[config.mk]
export PLATFORM = sky130hd
export DESIGN_NAME = token_ring_node_step_flat
export DESIGN_NICKNAME = d
export VERILOG_FILES = /design/src/trn_pkg.sv /design/src/trn_ifs.sv /design/src/trn_front.sv /design/src/trn_queue.sv /design/src/trn_back.sv /design/src/token_ring_node_step.sv /design/src/flat_wrapper.sv
export SDC_FILE = /design/constraint.sdc
export NUM_CORES = 2
export LEC_CHECK = 0
export ABC_AREA = 1
export BUFFER_PORTS_ARGS = -buffer_cell sky130_fd_sc_hd__buf_2
export CORE_MARGIN = 10
export CORE_UTILIZATION = 36
export DETAILED_ROUTE_END_ITERATION = 10
export GPL_TIMING_DRIVEN = 1
export MAX_ROUTING_LAYER = met4
export SYNTH_ARGS = -nofsm -noshare
export SYNTH_HDL_FRONTEND = slang
export SYNTH_SLANG_ARGS = --single-unit
[constraint.sdc]
create_clock -name clk -period 27.4 [get_ports clk]
set_input_delay 1.37 -clock clk [delete_from_list [all_inputs] [get_ports clk]]
set_output_delay 1.37 -clock clk [all_outputs]
set_load 0.05 [all_outputs]
[src/trn_pkg.sv]
package trn_pkg;

  // action codes
  localparam logic [1:0] ACT_TOKEN  = 2'd0;
  localparam logic [1:0] ACT_SUBMIT = 2'd1;
  localparam logic [1:0] ACT_START  = 2'd2;
  localparam logic [1:0] ACT_NONE   = 2'd3;

  // token types
  localparam logic [2:0] TOK_JOIN     = 3'd0;
  localparam logic [2:0] TOK_JOIN_ACK = 3'd1;
  localparam logic [2:0] TOK_FREE     = 3'd2;
  localparam logic [2:0] TOK_FULL     = 3'd3;
  localparam logic [2:0] TOK_RETURN   = 3'd4;

  // result events
  localparam logic [2:0] EV_SEND      = 3'd0;
  localparam logic [2:0] EV_FOR_ME    = 3'd1;
  localparam logic [2:0] EV_DROPPED   = 3'd2;
  localparam logic [2:0] EV_CONFIRMED = 3'd3;
  localparam logic [2:0] EV_BUSY      = 3'd4;

  // config register map
  localparam int CFG_INDEX_BITS = 3;
  localparam int CFG_DATA_BITS  = 32;
  localparam logic [CFG_INDEX_BITS-1:0] CFG_NODE_ID           = 3'd0;
  localparam logic [CFG_INDEX_BITS-1:0] CFG_LISTEN_PORT       = 3'd1;
  localparam logic [CFG_INDEX_BITS-1:0] CFG_FIRST_NEXT_ADDR   = 3'd2;
  localparam logic [CFG_INDEX_BITS-1:0] CFG_FIRST_NEXT_PORT   = 3'd3;
  localparam logic [CFG_INDEX_BITS-1:0] CFG_STARTS_WITH_TOKEN = 3'd4;
  localparam logic [CFG_INDEX_BITS-1:0] CFG_TTL_START         = 3'd5;

  // reset values
  localparam logic [31:0] RST_NODE_ID           = 32'd1;
  localparam logic [15:0] RST_LISTEN_PORT       = 16'd1024;
  localparam logic [31:0] RST_FIRST_NEXT_ADDR   = 32'd0;
  localparam logic [15:0] RST_FIRST_NEXT_PORT   = 16'd1024;
  localparam logic        RST_STARTS_WITH_TOKEN = 1'b0;
  localparam logic [7:0]  RST_TTL_START         = 8'd3;

  // one result beat, payload carried alongside
  typedef struct packed {
    logic [2:0]  ev;
    logic [2:0]  typ;
    logic [31:0] dest;
    logic [31:0] source;
    logic [31:0] join_addr;
    logic [15:0] jport;
    logic [31:0] count;
    logic [7:0]  ttl;
    logic [31:0] send_addr;
    logic [15:0] send_port;
  } rec_t;

  // work handed from front to back: one or two beats
  typedef struct packed {
    logic two;
    rec_t r0;
    rec_t r1;
  } job_t;

endpackage

[src/trn_ifs.sv]
interface trn_in_if #(parameter int PAYLOAD_BITS = 64);
  logic                    valid;
  logic                    ready;
  logic [1:0]              action;
  logic [2:0]              tok_type;
  logic [31:0]             tok_dest;
  logic [31:0]             tok_source;
  logic [PAYLOAD_BITS-1:0] tok_payload;
  logic [31:0]             tok_join_addr;
  logic [15:0]             tok_join_port;
  logic [31:0]             tok_count;
  logic [7:0]              tok_ttl;
  logic [31:0]             peer_addr;

  modport source (
    output valid, action, tok_type, tok_dest, tok_source, tok_payload,
           tok_join_addr, tok_join_port, tok_count, tok_ttl, peer_addr,
    input  ready
  );
  modport sink (
    input  valid, action, tok_type, tok_dest, tok_source, tok_payload,
           tok_join_addr, tok_join_port, tok_count, tok_ttl, peer_addr,
    output ready
  );
endinterface

interface trn_out_if #(parameter int PAYLOAD_BITS = 64);
  logic                    valid;
  logic                    ready;
  logic [2:0]              event_res;
  logic [2:0]              out_type;
  logic [31:0]             out_dest;
  logic [31:0]             out_source;
  logic [PAYLOAD_BITS-1:0] out_payload;
  logic [31:0]             out_join_addr;
  logic [15:0]             out_join_port;
  logic [31:0]             out_count;
  logic [7:0]              out_ttl;
  logic [31:0]             send_addr;
  logic [15:0]             send_port;
  logic                    last;

  modport source (
    output valid, event_res, out_type, out_dest, out_source, out_payload,
           out_join_addr, out_join_port, out_count, out_ttl, send_addr,
           send_port, last,
    input  ready
  );
  modport sink (
    input  valid, event_res, out_type, out_dest, out_source, out_payload,
           out_join_addr, out_join_port, out_count, out_ttl, send_addr,
           send_port, last,
    output ready
  );
endinterface

[src/trn_front.sv]
module trn_front import trn_pkg::*; #(
  parameter int PAYLOAD_BITS = 64
) (
  input  logic                      clk,
  input  logic                      rst_n,
  input  logic                      cfg_we,
  input  logic [CFG_INDEX_BITS-1:0] cfg_index,
  input  logic [CFG_DATA_BITS-1:0]  cfg_data,
  trn_in_if.sink                    in_ch,
  input  logic                      q_full,
  output logic                      push,
  output job_t                      job,
  output logic [PAYLOAD_BITS-1:0]   pay0,
  output logic [PAYLOAD_BITS-1:0]   pay1
);

  logic [31:0] node_id_r;
  logic [15:0] listen_port_r;
  logic [31:0] first_next_addr_r;
  logic [15:0] first_next_port_r;
  logic        starts_tok_r;
  logic [7:0]  ttl_start_r;

  logic [31:0]             next_addr_r, next_addr_nxt;
  logic [15:0]             next_port_r, next_port_nxt;
  logic                    pend_valid_r, pend_valid_nxt;
  logic [31:0]             pend_dest_r, pend_dest_nxt;
  logic [PAYLOAD_BITS-1:0] pend_pay_r, pend_pay_nxt;

  logic                    acc;
  logic [1:0]              nres;
  rec_t                    base, snd, rep;
  logic [PAYLOAD_BITS-1:0] snd_pay;
  logic [31:0]             cnt_inc;
  logic [7:0]              ttl_dec, ttl_new;
  logic                    dest_here, src_here, drop;

  always_ff @(posedge clk) begin
    if (!rst_n) begin
      node_id_r         <= RST_NODE_ID;
      listen_port_r     <= RST_LISTEN_PORT;
      first_next_addr_r <= RST_FIRST_NEXT_ADDR;
      first_next_port_r <= RST_FIRST_NEXT_PORT;
      starts_tok_r      <= RST_STARTS_WITH_TOKEN;
      ttl_start_r       <= RST_TTL_START;
    end else if (cfg_we) begin
      unique case (cfg_index)
        CFG_NODE_ID:           node_id_r         <= cfg_data[31:0];
        CFG_LISTEN_PORT:       listen_port_r     <= cfg_data[15:0];
        CFG_FIRST_NEXT_ADDR:   first_next_addr_r <= cfg_data[31:0];
        CFG_FIRST_NEXT_PORT:   first_next_port_r <= cfg_data[15:0];
        CFG_STARTS_WITH_TOKEN: starts_tok_r      <= cfg_data[0];
        CFG_TTL_START:         ttl_start_r       <= cfg_data[7:0];
        default: ;
      endcase
    end
  end

  always_ff @(posedge clk) begin
    if (!rst_n) begin
      next_addr_r  <= RST_FIRST_NEXT_ADDR;
      next_port_r  <= RST_FIRST_NEXT_PORT;
      pend_valid_r <= 1'b0;
    end else if (acc) begin
      next_addr_r  <= next_addr_nxt;
      next_port_r  <= next_port_nxt;
      pend_valid_r <= pend_valid_nxt;
    end
  end

  // pending message words are only read while pending is set
  always_ff @(posedge clk) begin
    if (acc) begin
      pend_dest_r <= pend_dest_nxt;
      pend_pay_r  <= pend_pay_nxt;
    end
  end

  assign in_ch.ready = !q_full;
  assign acc         = in_ch.valid && in_ch.ready;
  assign cnt_inc     = in_ch.tok_count + 32'd1;
  assign ttl_dec     = (in_ch.tok_ttl != 8'd0) ? in_ch.tok_ttl - 8'd1 : 8'd0;
  assign dest_here   = (in_ch.tok_dest == node_id_r);
  assign src_here    = (in_ch.tok_source == node_id_r);
  assign ttl_new     = src_here ? ttl_dec : in_ch.tok_ttl;
  assign drop        = src_here && (ttl_new == 8'd0);

  // arriving token as a send beat to the current next hop
  always_comb begin
    base           = '0;
    base.ev        = EV_SEND;
    base.typ       = in_ch.tok_type;
    base.dest      = in_ch.tok_dest;
    base.source    = in_ch.tok_source;
    base.join_addr = in_ch.tok_join_addr;
    base.jport     = in_ch.tok_join_port;
    base.count     = in_ch.tok_count;
    base.ttl       = in_ch.tok_ttl;
    base.send_addr = next_addr_r;
    base.send_port = next_port_r;
  end

  always_comb begin
    next_addr_nxt  = next_addr_r;
    next_port_nxt  = next_port_r;
    pend_valid_nxt = pend_valid_r;
    pend_dest_nxt  = pend_dest_r;
    pend_pay_nxt   = pend_pay_r;
    nres           = 2'd0;
    snd            = base;
    snd_pay        = in_ch.tok_payload;
    rep            = '0;
    job            = '0;
    pay0           = '0;
    pay1           = '0;

    case (in_ch.action)
      ACT_START: begin
        next_addr_nxt      = first_next_addr_r;
        next_port_nxt      = first_next_port_r;
        job.r0.ev          = EV_SEND;
        job.r0.typ         = TOK_JOIN;
        job.r0.jport       = listen_port_r;
        job.r0.send_addr   = first_next_addr_r;
        job.r0.send_port   = first_next_port_r;
        job.r1.ev          = EV_SEND;
        job.r1.typ         = TOK_FREE;
        job.r1.send_addr   = first_next_addr_r;
        job.r1.send_port   = first_next_port_r;
        nres               = starts_tok_r ? 2'd2 : 2'd1;
      end
      ACT_SUBMIT: begin
        if (pend_valid_r) begin
          job.r0.ev   = EV_BUSY;
          job.r0.dest = in_ch.tok_dest;
          pay0        = in_ch.tok_payload;
          nres        = 2'd1;
        end else begin
          pend_valid_nxt = 1'b1;
          pend_dest_nxt  = in_ch.tok_dest;
          pend_pay_nxt   = in_ch.tok_payload;
        end
      end
      ACT_TOKEN: begin
        case (in_ch.tok_type)
          TOK_JOIN: begin
            // splice joiner in behind us; it gets our old next hop
            snd.typ       = TOK_JOIN_ACK;
            snd.join_addr = next_addr_r;
            snd.jport     = next_port_r;
            snd.send_addr = in_ch.peer_addr;
            snd.send_port = in_ch.tok_join_port;
            next_addr_nxt = in_ch.peer_addr;
            next_port_nxt = in_ch.tok_join_port;
            job.r0        = snd;
            pay0          = snd_pay;
            nres          = 2'd1;
          end
          TOK_JOIN_ACK: begin
            next_addr_nxt = in_ch.tok_join_addr;
            next_port_nxt = in_ch.tok_join_port;
          end
          TOK_FREE: begin
            if (pend_valid_r) begin
              pend_valid_nxt = 1'b0;
              pend_dest_nxt  = '0;
              pend_pay_nxt   = '0;
              snd.typ        = TOK_FULL;
              snd.dest       = pend_dest_r;
              snd.source     = node_id_r;
              snd.ttl        = ttl_start_r;
              snd_pay        = pend_pay_r;
            end
            snd.count = cnt_inc;
            job.r0    = snd;
            pay0      = snd_pay;
            nres      = 2'd1;
          end
          TOK_FULL: begin
            snd.count = cnt_inc;
            snd.ttl   = ttl_new;
            if (dest_here) begin
              snd.typ  = TOK_RETURN;
              snd.dest = '0;
              snd_pay  = '0;
            end
            if (drop) begin
              snd.typ    = TOK_FREE;
              snd.dest   = '0;
              snd.source = '0;
              snd_pay    = '0;
            end
            // delivery report wins over the drop report
            rep.ev     = dest_here ? EV_FOR_ME : EV_DROPPED;
            rep.dest   = in_ch.tok_dest;
            rep.source = in_ch.tok_source;
            if (dest_here || drop) begin
              job.r0 = rep;
              pay0   = in_ch.tok_payload;
              job.r1 = snd;
              pay1   = snd_pay;
              nres   = 2'd2;
            end else begin
              job.r0 = snd;
              pay0   = snd_pay;
              nres   = 2'd1;
            end
          end
          TOK_RETURN: begin
            if (src_here) begin
              rep.ev     = EV_CONFIRMED;
              rep.dest   = in_ch.tok_dest;
              rep.source = in_ch.tok_source;
              snd.typ    = TOK_FREE;
              snd.source = '0;
              snd.count  = cnt_inc;
              job.r0     = rep;
              job.r1     = snd;
              pay1       = snd_pay;
              nres       = 2'd2;
            end else begin
              job.r0 = snd;
              pay0   = snd_pay;
              nres   = 2'd1;
            end
          end
          default: ;
        endcase
      end
      default: ;
    endcase

    job.two = (nres == 2'd2);
    push    = acc && (nres != 2'd0);
  end

endmodule

[src/trn_queue.sv]
module trn_queue #(
  parameter int WIDTH = 64
) (
  input  logic             clk,
  input  logic             rst_n,
  input  logic             push,
  input  logic [WIDTH-1:0] wdata,
  input  logic             pop,
  output logic [WIDTH-1:0] rdata,
  output logic             full,
  output logic             empty
);

  localparam int DEPTH = 2;

  logic [WIDTH-1:0] mem_r [DEPTH];
  logic             wr_ptr_r, rd_ptr_r;
  logic [1:0]       cnt_r;

  assign full  = (cnt_r == 2'(DEPTH));
  assign empty = (cnt_r == 2'd0);
  assign rdata = mem_r[rd_ptr_r];

  always_ff @(posedge clk) begin
    if (!rst_n) begin
      wr_ptr_r <= 1'b0;
      rd_ptr_r <= 1'b0;
      cnt_r    <= 2'd0;
    end else begin
      if (push) wr_ptr_r <= !wr_ptr_r;
      if (pop)  rd_ptr_r <= !rd_ptr_r;
      if (push && !pop)      cnt_r <= cnt_r + 2'd1;
      else if (pop && !push) cnt_r <= cnt_r - 2'd1;
    end
  end

  always_ff @(posedge clk) begin
    if (push) mem_r[wr_ptr_r] <= wdata;
  end

endmodule

[src/trn_back.sv]
module trn_back import trn_pkg::*; #(
  parameter int PAYLOAD_BITS = 64
) (
  input  logic                    clk,
  input  logic                    rst_n,
  input  logic                    q_empty,
  input  job_t                    q_job,
  input  logic [PAYLOAD_BITS-1:0] q_pay0,
  input  logic [PAYLOAD_BITS-1:0] q_pay1,
  output logic                    q_pop,
  trn_out_if.source               out_ch
);

  logic                    out_valid_r;
  rec_t                    out_rec_r;
  logic [PAYLOAD_BITS-1:0] out_pay_r;
  logic                    out_last_r;
  logic                    sel_r;

  logic load, take, beat_last;

  assign load      = !out_valid_r || out_ch.ready;
  assign take      = load && !q_empty;
  assign beat_last = sel_r || !q_job.two;
  assign q_pop     = take && beat_last;

  always_ff @(posedge clk) begin
    if (!rst_n) begin
      out_valid_r <= 1'b0;
      sel_r       <= 1'b0;
    end else if (load) begin
      out_valid_r <= !q_empty;
      if (take) sel_r <= !beat_last;
    end
  end

  always_ff @(posedge clk) begin
    if (take) begin
      out_rec_r  <= sel_r ? q_job.r1 : q_job.r0;
      out_pay_r  <= sel_r ? q_pay1 : q_pay0;
      out_last_r <= beat_last;
    end
  end

  assign out_ch.valid         = out_valid_r;
  assign out_ch.event_res     = out_rec_r.ev;
  assign out_ch.out_type      = out_rec_r.typ;
  assign out_ch.out_dest      = out_rec_r.dest;
  assign out_ch.out_source    = out_rec_r.source;
  assign out_ch.out_payload   = out_pay_r;
  assign out_ch.out_join_addr = out_rec_r.join_addr;
  assign out_ch.out_join_port = out_rec_r.jport;
  assign out_ch.out_count     = out_rec_r.count;
  assign out_ch.out_ttl       = out_rec_r.ttl;
  assign out_ch.send_addr     = out_rec_r.send_addr;
  assign out_ch.send_port     = out_rec_r.send_port;
  assign out_ch.last          = out_last_r;

endmodule

[src/token_ring_node_step.sv]
// One node of a token ring. Each input beat is an arriving token, a user's
// send request or a start command; the node answers with zero, one or two
// result beats (last marks the final one). The front stage takes an input
// beat, updates the next-hop and pending-message state and builds every
// result of that beat at once; a two-entry queue hands the work to the back
// stage, which plays the results out through an output register, one beat
// per cycle while out_ch is ready. With the output side always ready the
// node takes a new input every cycle while results keep up: an item costs
// one output beat per result, so a stream of two-result items is limited
// by the single output register. Results pass through the queue and the
// output register. Configuration writes land at once and are meant for an
// idle node; next hop only picks up first_next_addr/port on a start command.
module token_ring_node_step import trn_pkg::*; #(
  parameter int PAYLOAD_BITS = 64
) (
  input  logic                      clk,
  input  logic                      rst_n,
  input  logic                      cfg_we,
  input  logic [CFG_INDEX_BITS-1:0] cfg_index,
  input  logic [CFG_DATA_BITS-1:0]  cfg_data,
  trn_in_if.sink                    in_ch,
  trn_out_if.source                 out_ch
);

  // queue word: job header then both payload words
  localparam int QW = $bits(job_t) + 2 * PAYLOAD_BITS;

  logic                    push, pop, q_full, q_empty;
  job_t                    f_job, q_job;
  logic [PAYLOAD_BITS-1:0] f_pay0, f_pay1, q_pay0, q_pay1;
  logic [QW-1:0]           q_wdata, q_rdata;

  // front: classify the beat, update ring state, build results
  trn_front #(.PAYLOAD_BITS(PAYLOAD_BITS)) u_front (
    .clk       (clk),
    .rst_n     (rst_n),
    .cfg_we    (cfg_we),
    .cfg_index (cfg_index),
    .cfg_data  (cfg_data),
    .in_ch     (in_ch),
    .q_full    (q_full),
    .push      (push),
    .job       (f_job),
    .pay0      (f_pay0),
    .pay1      (f_pay1)
  );

  assign q_wdata = {f_job, f_pay0, f_pay1};

  // decouples input acceptance from output backpressure
  trn_queue #(.WIDTH(QW)) u_queue (
    .clk   (clk),
    .rst_n (rst_n),
    .push  (push),
    .wdata (q_wdata),
    .pop   (pop),
    .rdata (q_rdata),
    .full  (q_full),
    .empty (q_empty)
  );

  assign {q_job, q_pay0, q_pay1} = q_rdata;

  // back: serialize one or two beats per job
  trn_back #(.PAYLOAD_BITS(PAYLOAD_BITS)) u_back (
    .clk     (clk),
    .rst_n   (rst_n),
    .q_empty (q_empty),
    .q_job   (q_job),
    .q_pay0  (q_pay0),
    .q_pay1  (q_pay1),
    .q_pop   (pop),
    .out_ch  (out_ch)
  );

endmodule
[src/flat_wrapper.sv]
// flat-port wrapper written by rule: the top's interface ports become plain ports
module token_ring_node_step_flat import trn_pkg::*;
#(
  parameter int PAYLOAD_BITS = 64
)
  (clk, rst_n, cfg_we, cfg_index, cfg_data, in_ch_valid, in_ch_action, in_ch_tok_type, in_ch_tok_dest, in_ch_tok_source, in_ch_tok_payload, in_ch_tok_join_addr, in_ch_tok_join_port, in_ch_tok_count, in_ch_tok_ttl, in_ch_peer_addr, in_ch_ready, out_ch_valid, out_ch_event_res, out_ch_out_type, out_ch_out_dest, out_ch_out_source, out_ch_out_payload, out_ch_out_join_addr, out_ch_out_join_port, out_ch_out_count, out_ch_out_ttl, out_ch_send_addr, out_ch_send_port, out_ch_last, out_ch_ready);
  trn_in_if #(.PAYLOAD_BITS(PAYLOAD_BITS)) in_ch_i ();
  trn_out_if #(.PAYLOAD_BITS(PAYLOAD_BITS)) out_ch_i ();
  input  logic clk;
  input  logic rst_n;
  input  logic cfg_we;
  input  logic [CFG_INDEX_BITS-1:0] cfg_index;
  input  logic [CFG_DATA_BITS-1:0] cfg_data;
  input wire logic [$bits(in_ch_i.valid)-1:0] in_ch_valid;
  input wire logic [$bits(in_ch_i.action)-1:0] in_ch_action;
  input wire logic [$bits(in_ch_i.tok_type)-1:0] in_ch_tok_type;
  input wire logic [$bits(in_ch_i.tok_dest)-1:0] in_ch_tok_dest;
  input wire logic [$bits(in_ch_i.tok_source)-1:0] in_ch_tok_source;
  input wire logic [$bits(in_ch_i.tok_payload)-1:0] in_ch_tok_payload;
  input wire logic [$bits(in_ch_i.tok_join_addr)-1:0] in_ch_tok_join_addr;
  input wire logic [$bits(in_ch_i.tok_join_port)-1:0] in_ch_tok_join_port;
  input wire logic [$bits(in_ch_i.tok_count)-1:0] in_ch_tok_count;
  input wire logic [$bits(in_ch_i.tok_ttl)-1:0] in_ch_tok_ttl;
  input wire logic [$bits(in_ch_i.peer_addr)-1:0] in_ch_peer_addr;
  output wire logic [$bits(in_ch_i.ready)-1:0] in_ch_ready;
  output wire logic [$bits(out_ch_i.valid)-1:0] out_ch_valid;
  output wire logic [$bits(out_ch_i.event_res)-1:0] out_ch_event_res;
  output wire logic [$bits(out_ch_i.out_type)-1:0] out_ch_out_type;
  output wire logic [$bits(out_ch_i.out_dest)-1:0] out_ch_out_dest;
  output wire logic [$bits(out_ch_i.out_source)-1:0] out_ch_out_source;
  output wire logic [$bits(out_ch_i.out_payload)-1:0] out_ch_out_payload;
  output wire logic [$bits(out_ch_i.out_join_addr)-1:0] out_ch_out_join_addr;
  output wire logic [$bits(out_ch_i.out_join_port)-1:0] out_ch_out_join_port;
  output wire logic [$bits(out_ch_i.out_count)-1:0] out_ch_out_count;
  output wire logic [$bits(out_ch_i.out_ttl)-1:0] out_ch_out_ttl;
  output wire logic [$bits(out_ch_i.send_addr)-1:0] out_ch_send_addr;
  output wire logic [$bits(out_ch_i.send_port)-1:0] out_ch_send_port;
  output wire logic [$bits(out_ch_i.last)-1:0] out_ch_last;
  input wire logic [$bits(out_ch_i.ready)-1:0] out_ch_ready;
  assign in_ch_i.valid = in_ch_valid;
  assign in_ch_i.action = in_ch_action;
  assign in_ch_i.tok_type = in_ch_tok_type;
  assign in_ch_i.tok_dest = in_ch_tok_dest;
  assign in_ch_i.tok_source = in_ch_tok_source;
  assign in_ch_i.tok_payload = in_ch_tok_payload;
  assign in_ch_i.tok_join_addr = in_ch_tok_join_addr;
  assign in_ch_i.tok_join_port = in_ch_tok_join_port;
  assign in_ch_i.tok_count = in_ch_tok_count;
  assign in_ch_i.tok_ttl = in_ch_tok_ttl;
  assign in_ch_i.peer_addr = in_ch_peer_addr;
  assign in_ch_ready = in_ch_i.ready;
  assign out_ch_valid = out_ch_i.valid;
  assign out_ch_event_res = out_ch_i.event_res;
  assign out_ch_out_type = out_ch_i.out_type;
  assign out_ch_out_dest = out_ch_i.out_dest;
  assign out_ch_out_source = out_ch_i.out_source;
  assign out_ch_out_payload = out_ch_i.out_payload;
  assign out_ch_out_join_addr = out_ch_i.out_join_addr;
  assign out_ch_out_join_port = out_ch_i.out_join_port;
  assign out_ch_out_count = out_ch_i.out_count;
  assign out_ch_out_ttl = out_ch_i.out_ttl;
  assign out_ch_send_addr = out_ch_i.send_addr;
  assign out_ch_send_port = out_ch_i.send_port;
  assign out_ch_last = out_ch_i.last;
  assign out_ch_i.ready = out_ch_ready;
  token_ring_node_step #(.PAYLOAD_BITS(PAYLOAD_BITS)) u_core (.clk(clk), .rst_n(rst_n), .cfg_we(cfg_we), .cfg_index(cfg_index), .cfg_data(cfg_data), .in_ch(in_ch_i), .out_ch(out_ch_i));
endmodule
[After elaboration in Yosys (flattened, before gate mapping)]
Memory sizes are Yosys's and may differ from the RTL's. A register that Yosys moved wholly into a read port is not among the register bits.
Index checks and enable logic that the tools add are counted.
Widths: inputs -> output; s select.
Storage, ports and cells
  memories: 1
  output and inout bits: 273
  memory bits (writable): 1082
  flip-flop bits (word level): 527
Memory list
  u_core.u_queue.mem_r: depth 2, width 541, rd ports 1, clocked after Yosys merged registers in 1, write ports 1, line trn_queue.sv:16  | logic [WIDTH-1:0] mem_r [DEPTH];
Operators by class
  reduce and logical (&&, ||, !) cells: 43
  mux-type cells: 63
  add/subtract/negate cells: 4
  equality and inequality tests: 20
Operator list (count)
  $mux 64: 13
  $pmux 205 s4: 1
  $mux 205: 2
  $pmux 203 s2: 1
  $pmux 64 s2: 3
  $pmux 32 s2: 4
  $pmux 64 s4: 1
  $mux 206: 1
  $mux 203: 1
  $mux 202: 1
  $mux 152: 1
  $mux 67: 2
  $mux 32: 4
  $pmux 54 s2: 1
  $pmux 48 s2: 1
  $eq 32x32->1: 2
  $pmux 16 s2: 2
  $mux 40: 1
  $mux 35: 1
  $add 32x1->32 const B: 1
  $mux 8: 3
  $mux 16: 1
  $reduce_and 2->1: 7
  $eq 3x2->1 const B: 4
  28 further kinds: 71

[Depth between registers and ports, before layout]
  depth in word-level cells: 15
  mapped depth: 25
  mapped depth without buffers: 24

[Cells and area by module]
Synthesis repeated with hierarchy kept, for this count alone.
Second synthesis, totals
  cells, all modules: 6445
  area, all modules: 72330.6 um2
Modules (own cells, without submodules)
  trn_queue: instances 1, area each 39455.3 um2, seq. area each 32591.3 um2, cells an instance 1718
  trn_front: instances 1, area each 21267.9 um2, seq. area each 5965.7 um2, cells an instance 3572
  trn_back: instances 1, area each 11607.4 um2, seq. area each 8177.8 um2, cells an instance 1155

[Worst setup path after synthesis]
OpenSTA, ideal clock, no wires.
  path type: input port to flip-flop
  start point: input in_ch_tok_ttl[0]
  end point: memory u_core.u_queue.mem_r[0][0] in the netlist's numbering (enable)
  setup slack: 0.253 ns
  arrival time: 25.679 ns
  stages on the path: 20
  data required time: 25.931 ns
  cells stage by stage: inv_1 -> ha_1 -> nand3_1 -> nor2_2 -> nand2_1 -> nor2_2 -> inv_2 -> o21ai_0 -> nand3_1 -> nand2_1 -> nand3_2 -> inv_2 -> nand3_2 -> nand2_4 -> nand2_4 -> nand2_2 -> nor2_1 -> nor2_4 -> inv_1 -> nor2_1
On the way
  longest elaborated chain between the ends: 13
Ends and longest elaborated chain
  start: declaration: line flat_wrapper.sv:23  | input wire logic [$bits(in_ch_i.tok_ttl)-1:0] in_ch_tok_ttl;
  $sub 8x1->8 or $reduce_bool 8->1 (tied branches): line trn_front.sv:82  | assign ttl_dec = (in_ch.tok_ttl != 8'd0) ? in_ch.tok_ttl - 8'd1 : 8'd0;
  $mux 8: line trn_front.sv:82
  $mux 8 (*): line trn_front.sv:85  | assign ttl_new = src_here ? ttl_dec : in_ch.tok_ttl;
  $logic_not 8->1 (*): line trn_front.sv:86  | assign drop = src_here && (ttl_new == 8'd0);
  $logic_and 1x1->1 (*): line trn_front.sv:86
  $logic_or 1x1->1 (*): line trn_front.sv:197  | if (dest_here || drop) begin
  $mux 2 (*): line trn_front.sv:197
  $pmux 2 s3 (*): line trn_front.sv:145  | case (in_ch.tok_type)
  $pmux 2 s3 (*): line trn_front.sv:117  | case (in_ch.action)
  $reduce_bool 2->1 (*): line trn_front.sv:234  | push = acc && (nres != 2'd0);
  $logic_and 1x1->1 (*): line trn_front.sv:234
  named net u_core.push: line token_ring_node_step.sv:28  | logic push, pop, q_full, q_empty;
  $mux 1 (*): line trn_queue.sv:38  | if (push) mem_r[wr_ptr_r] <= wdata;
  $mux 1 (implied by the code) (*): line trn_queue.sv:38
  end: declaration: line trn_queue.sv:16
The timed path passes the listed nets; every way through them passes the cells marked *.

[Worst setup path after layout]
  start point: input in_ch_tok_source[27]
  end point: memory u_core.u_queue.mem_r[1][466] in the netlist's numbering (enable)
On the way
  longest elaborated chain between the ends: 12
Ends and longest elaborated chain
  start: declaration: line flat_wrapper.sv:18  | input wire logic [$bits(in_ch_i.tok_source)-1:0] in_ch_tok_source;
  $eq 32x32->1 (*): line trn_front.sv:84  | assign src_here = (in_ch.tok_source == node_id_r);
  $mux 8: line trn_front.sv:85
  $logic_not 8->1: line trn_front.sv:86
  $logic_and 1x1->1: line trn_front.sv:86
  $logic_or 1x1->1: line trn_front.sv:197
  $mux 2: line trn_front.sv:197
  $pmux 2 s3 (*): line trn_front.sv:145
  $pmux 2 s3 (*): line trn_front.sv:117
  $reduce_bool 2->1 (*): line trn_front.sv:234
  $logic_and 1x1->1 (*): line trn_front.sv:234
  $mux 1 (*): line trn_queue.sv:38
  $mux 1 (implied by the code) (*): line trn_queue.sv:38
Mark *: on every way between the ends. The rest lies on a longest branch, timed or not.

==> summary.txt <==
Critical path
  – Worst R2R Start: u_core.u_front.node_id_r[19]
  – Crit end category: flop
  – Worst r2r path cells: 18
  – Critical Path AT: between 7 and 8 ns
  – Crit path launch type: input pin
  – Crit Path Category: input pin to flop
  – CP max FO: 125
  – R2R Path End: u_core.u_queue.mem_r[1][466]
  – Worst EP required: 27.83 ns
  – Reg2reg setup slack: roughly 20 ns

STA
  – Final Skew: around 0.027 ns
  – Setup-failing EPs final: 0
  – Worst hold margin: around 0.47 ns
  – Endpoints failing hold: 0
  – Rel. slew slack: -0.130
  – Post-route setup TNS: 0 ns
  – Final period demand of the worst path: 7.35 ns
  – RSZ-0062 raised after global routing: no
  – Worst Tran Pin Value: between 1.5 and 2 ns
  – Count of pins over their slew limit: 80
  – Max Clock Freq: approximately 140 MHz
  – Final Cycle Share: 0.268

Global route
  – Antenna violations before repair: 65
  – GRT overflow: 0
  – Vias in the first global route: about 47000
  – First-pass GRT wire length: roughly 320000 µm
  – Largest net degree at the start of global routing: about 170
  – GRT Resource Usage Total: 0.214

Hold path
  – Worst Hold Path Cells: 2
  – WHS Endpoint: u_core.u_front.listen_port_r[10]
  – Hold_sp: u_core.u_front.listen_port_r[10]
  – Hold Path Class: flop to flop

Routing
  – DR vias: between 40000 and 50000
  – DR iter-0 viols: approximately 5200
  – DRC: 0
  – Pre-antenna DRT Iters: 7
  – Avg Vias per Cell: 5.35
  – Final antenna-violating net count: 0
  – Drt total wl: 222000 µm
  – WL/cell: approximately 24 µm

Yosys
  – Synth unique cells: 45
  – Most common cell in the netlist: edfxtp_1
  – Cell count after synthesis: just over 6000
  – Top cells by area, synth: edfxtp_1 (64%), o21ai_0 (7.5%), nor2_1 (5.7%)
  – Post-synth top flop: edfxtp_1
  – Netlist area before placement: 0.0674 mm²
  – Number of synthesized flops with an enable pin: 1443
  – Synth async-reset ratio: 0
  – #FFs+latches synth: 1604
  – Synth Area per Inst: roughly 11 µm²
  – Dominant cell type by area after synthesis: edfxtp_1
  – Most frequent cells after synthesis: edfxtp_1 (1443), nor2_1 (1029), o21ai_0 (1010), nand2_1 (698), o22ai_1 (349)
  – Syn. warnings: 0
  – Sequential fraction of the synthesis area: 0.690
  – Top cell type's share of synthesized area: 0.643

Die
  – Die ar.: a little over 0.2 mm²
  – Initial Util: 0.363
  – Die width: 453 µm
  – Top Ports: around 570
  – Core area: roughly 0.19 mm²
  – Core Rows: roughly 160
  – Die H: 453 µm

Final layout
  – Post-route insts no fill: around 9000
  – # fillers: about 18000
  – Synth-to-layout area growth: 15.6%
  – Layout cells sized above 1: 0.145
  – Nets: just under 7000

Clock tree
  – Post-CTS Resized: 0
  – Total clock buffers created by CTS: roughly 170
  – Clk root buf: clkbuf_16
  – TritonCTS Sinks: around 1600
  – Setup Buffers After CTS: 0
  – Worst-path clk slew: 0.06 ns
  – CTS tree: yes
  – Clk Latency, worst-skew pair: between 0.8 and 0.9 ns
  – Hold bufs inserted after CTS: 0
  – CTS H-tree depth: 4
  – Max clock buf depth: 3

Place
  – PortBufs: between 500 and 600
  – Gpl congestion: 0.899
  – Post-DP HPWL: roughly 140000 µm
  – Post-Place Cells: 8840

Run status
  – Violated checks: slew limit
  – Status: finished, violations left

Pwr
  – Maximum vdd drop: just under 0.1 mV
  – Pwr Density: around 96 mW/mm²
  – Lkg Pwr: approximately 0.029 µW

Job
  – Maxcap violations: 0
## area by class of cell
cell class | instances | area (µm²) | area share
flip-flops and latches | 1604 | 46600 | 0.597
clock inverters | 86 | 768 | 0.00985
diodes | 42 | 105 | 0.00135
repair buffers | 630 | 3370 | 0.0432
clock buffers | 235 | 4700 | 0.0603
well taps | 2480 | 3100 | 0.0398
inverters | 366 | 1410 | 0.0181
multi-input cells | 3760 | 17900 | 0.230
## placed cells by master, fill, tap and decap left out, types with 35 or more instances in the layout
cell type and instances:
edfxtp_1 1443, nor2_1 1021, o21ai_0 1009, nand2_1 698
buf_2 564, o22ai_1 349, inv_1 344, clkbuf_16 175
dfxtp_1 158, nor3_1 143, a21oi_1 137, a22oi_1 63
nand3_1 62, buf_4 62, o21ai_1 60, clkbuf_1 50
diode_2 42, xor2_1 37, or2_2 36, xnor2_1 35
## stage by stage
step / cell area (µm²) / worst slack [ns] / power [µW] / util
detailed placement: 72400 / 19.04 / 5310 / 0.390
global route: 78000 / 19.54 / 7780 / 0.419
CTS: 77900 / 19.93 / 7580 / 0.419
global placement: 72400 / 19.06 / 5290 / 0.390
floorplan: 67400 / 0.253 / 4760 / -
finish: 78000 / 20.05 / 7490 / 0.420
## critical path, cell delays in order
cell and delay (ns):
buf_2 0.14, xnor2_1 0.35, nand2_1 0.09, nor2_1 0.10
nand2_1 0.07, nor2_2 0.24, nand2_1 0.40, nor2_4 0.39
inv_4 0.25, nand2_1 0.13, inv_1 0.08, nand2_4 0.27
a21boi_0 0.14, nand2_1 0.09, nand3_1 0.19, inv_8 0.74
buf_4 0.76, buf_4 0.96, buf_4 0.87
## per-layer routing
metal | GRT usage | wire (µm) | vias to the layer above
met5 | - | 0 | -
met4 | 0.125 | 13300 | 0
met3 | 0.0286 | 13300 | 456
met2 | 0.340 | 108000 | 1972
met1 | 0.262 | 88000 | 24100
li1 | - | - | 22700
## state kept, by name, summed over array words and instances, names as in the netlist, 32 cells and up, named ones only
| name | flops |
|---|---|
| u_core.u_front.next_addr_r | 32 |
| u_core.u_back.out_ch.out_dest | 32 |
| u_core.u_front.pend_pay_r | 64 |
| u_core.u_front.pend_dest_r | 32 |
| u_core.u_front.node_id_r | 32 |
| u_core.u_back.out_ch.out_count | 32 |
| u_core.u_back.out_ch.out_source | 32 |
| u_core.u_back.out_ch.out_join_addr | 32 |
| u_core.u_back.out_ch.send_addr | 32 |
| u_core.u_queue.mem_r | 1076 |
| u_core.u_front.first_next_addr_r | 32 |
| u_core.u_back.out_ch.out_payload | 64 |
## how the worst max path moves through the flow
stage | start | to | slack [ns] | cells after the start
floorplan | in_ch_tok_ttl[0] | u_core.u_queue.mem_r[0][0] | 0.25 | 20
global placement | in_ch_tok_source[0] | u_core.u_queue.mem_r[1][466] | 19.06 | 19
detailed placement | in_ch_tok_source[0] | u_core.u_queue.mem_r[1][466] | 19.04 | 19
CTS | in_ch_tok_source[0] | u_core.u_queue.mem_r[1][70] | 19.93 | 19
global route | in_ch_tok_source[0] | u_core.u_queue.mem_r[1][70] | 19.54 | 19
finish | in_ch_tok_source[27] | u_core.u_queue.mem_r[1][466] | 20.05 | 19
## power by group
group | switching [µW] | leakage (µW) | internal, µW
Sequential | 149 | 0.0151 | 3100
Combinational | 1610 | 0.0108 | 366
Clock | 978 | 0.00266 | 1290
Total | 2730 | 0.0286 | 4760
## cell families (layout without fill, tap and decap cells)
group,Yosys count,in the layout,synth area share
DFF,1604,1604,0.690
buffers and inverters,778,1317,0.0451
other,1,44,0.0000556
and+or+nand+nor,2007,2007,0.119
xor gates and xnor gates,72,72,0.00935
AOI/OAI and AO/OA,1676,1676,0.135
adders and majority gates,3,3,0.000557
No activity file was read; power rests on OpenSTA's default activity.
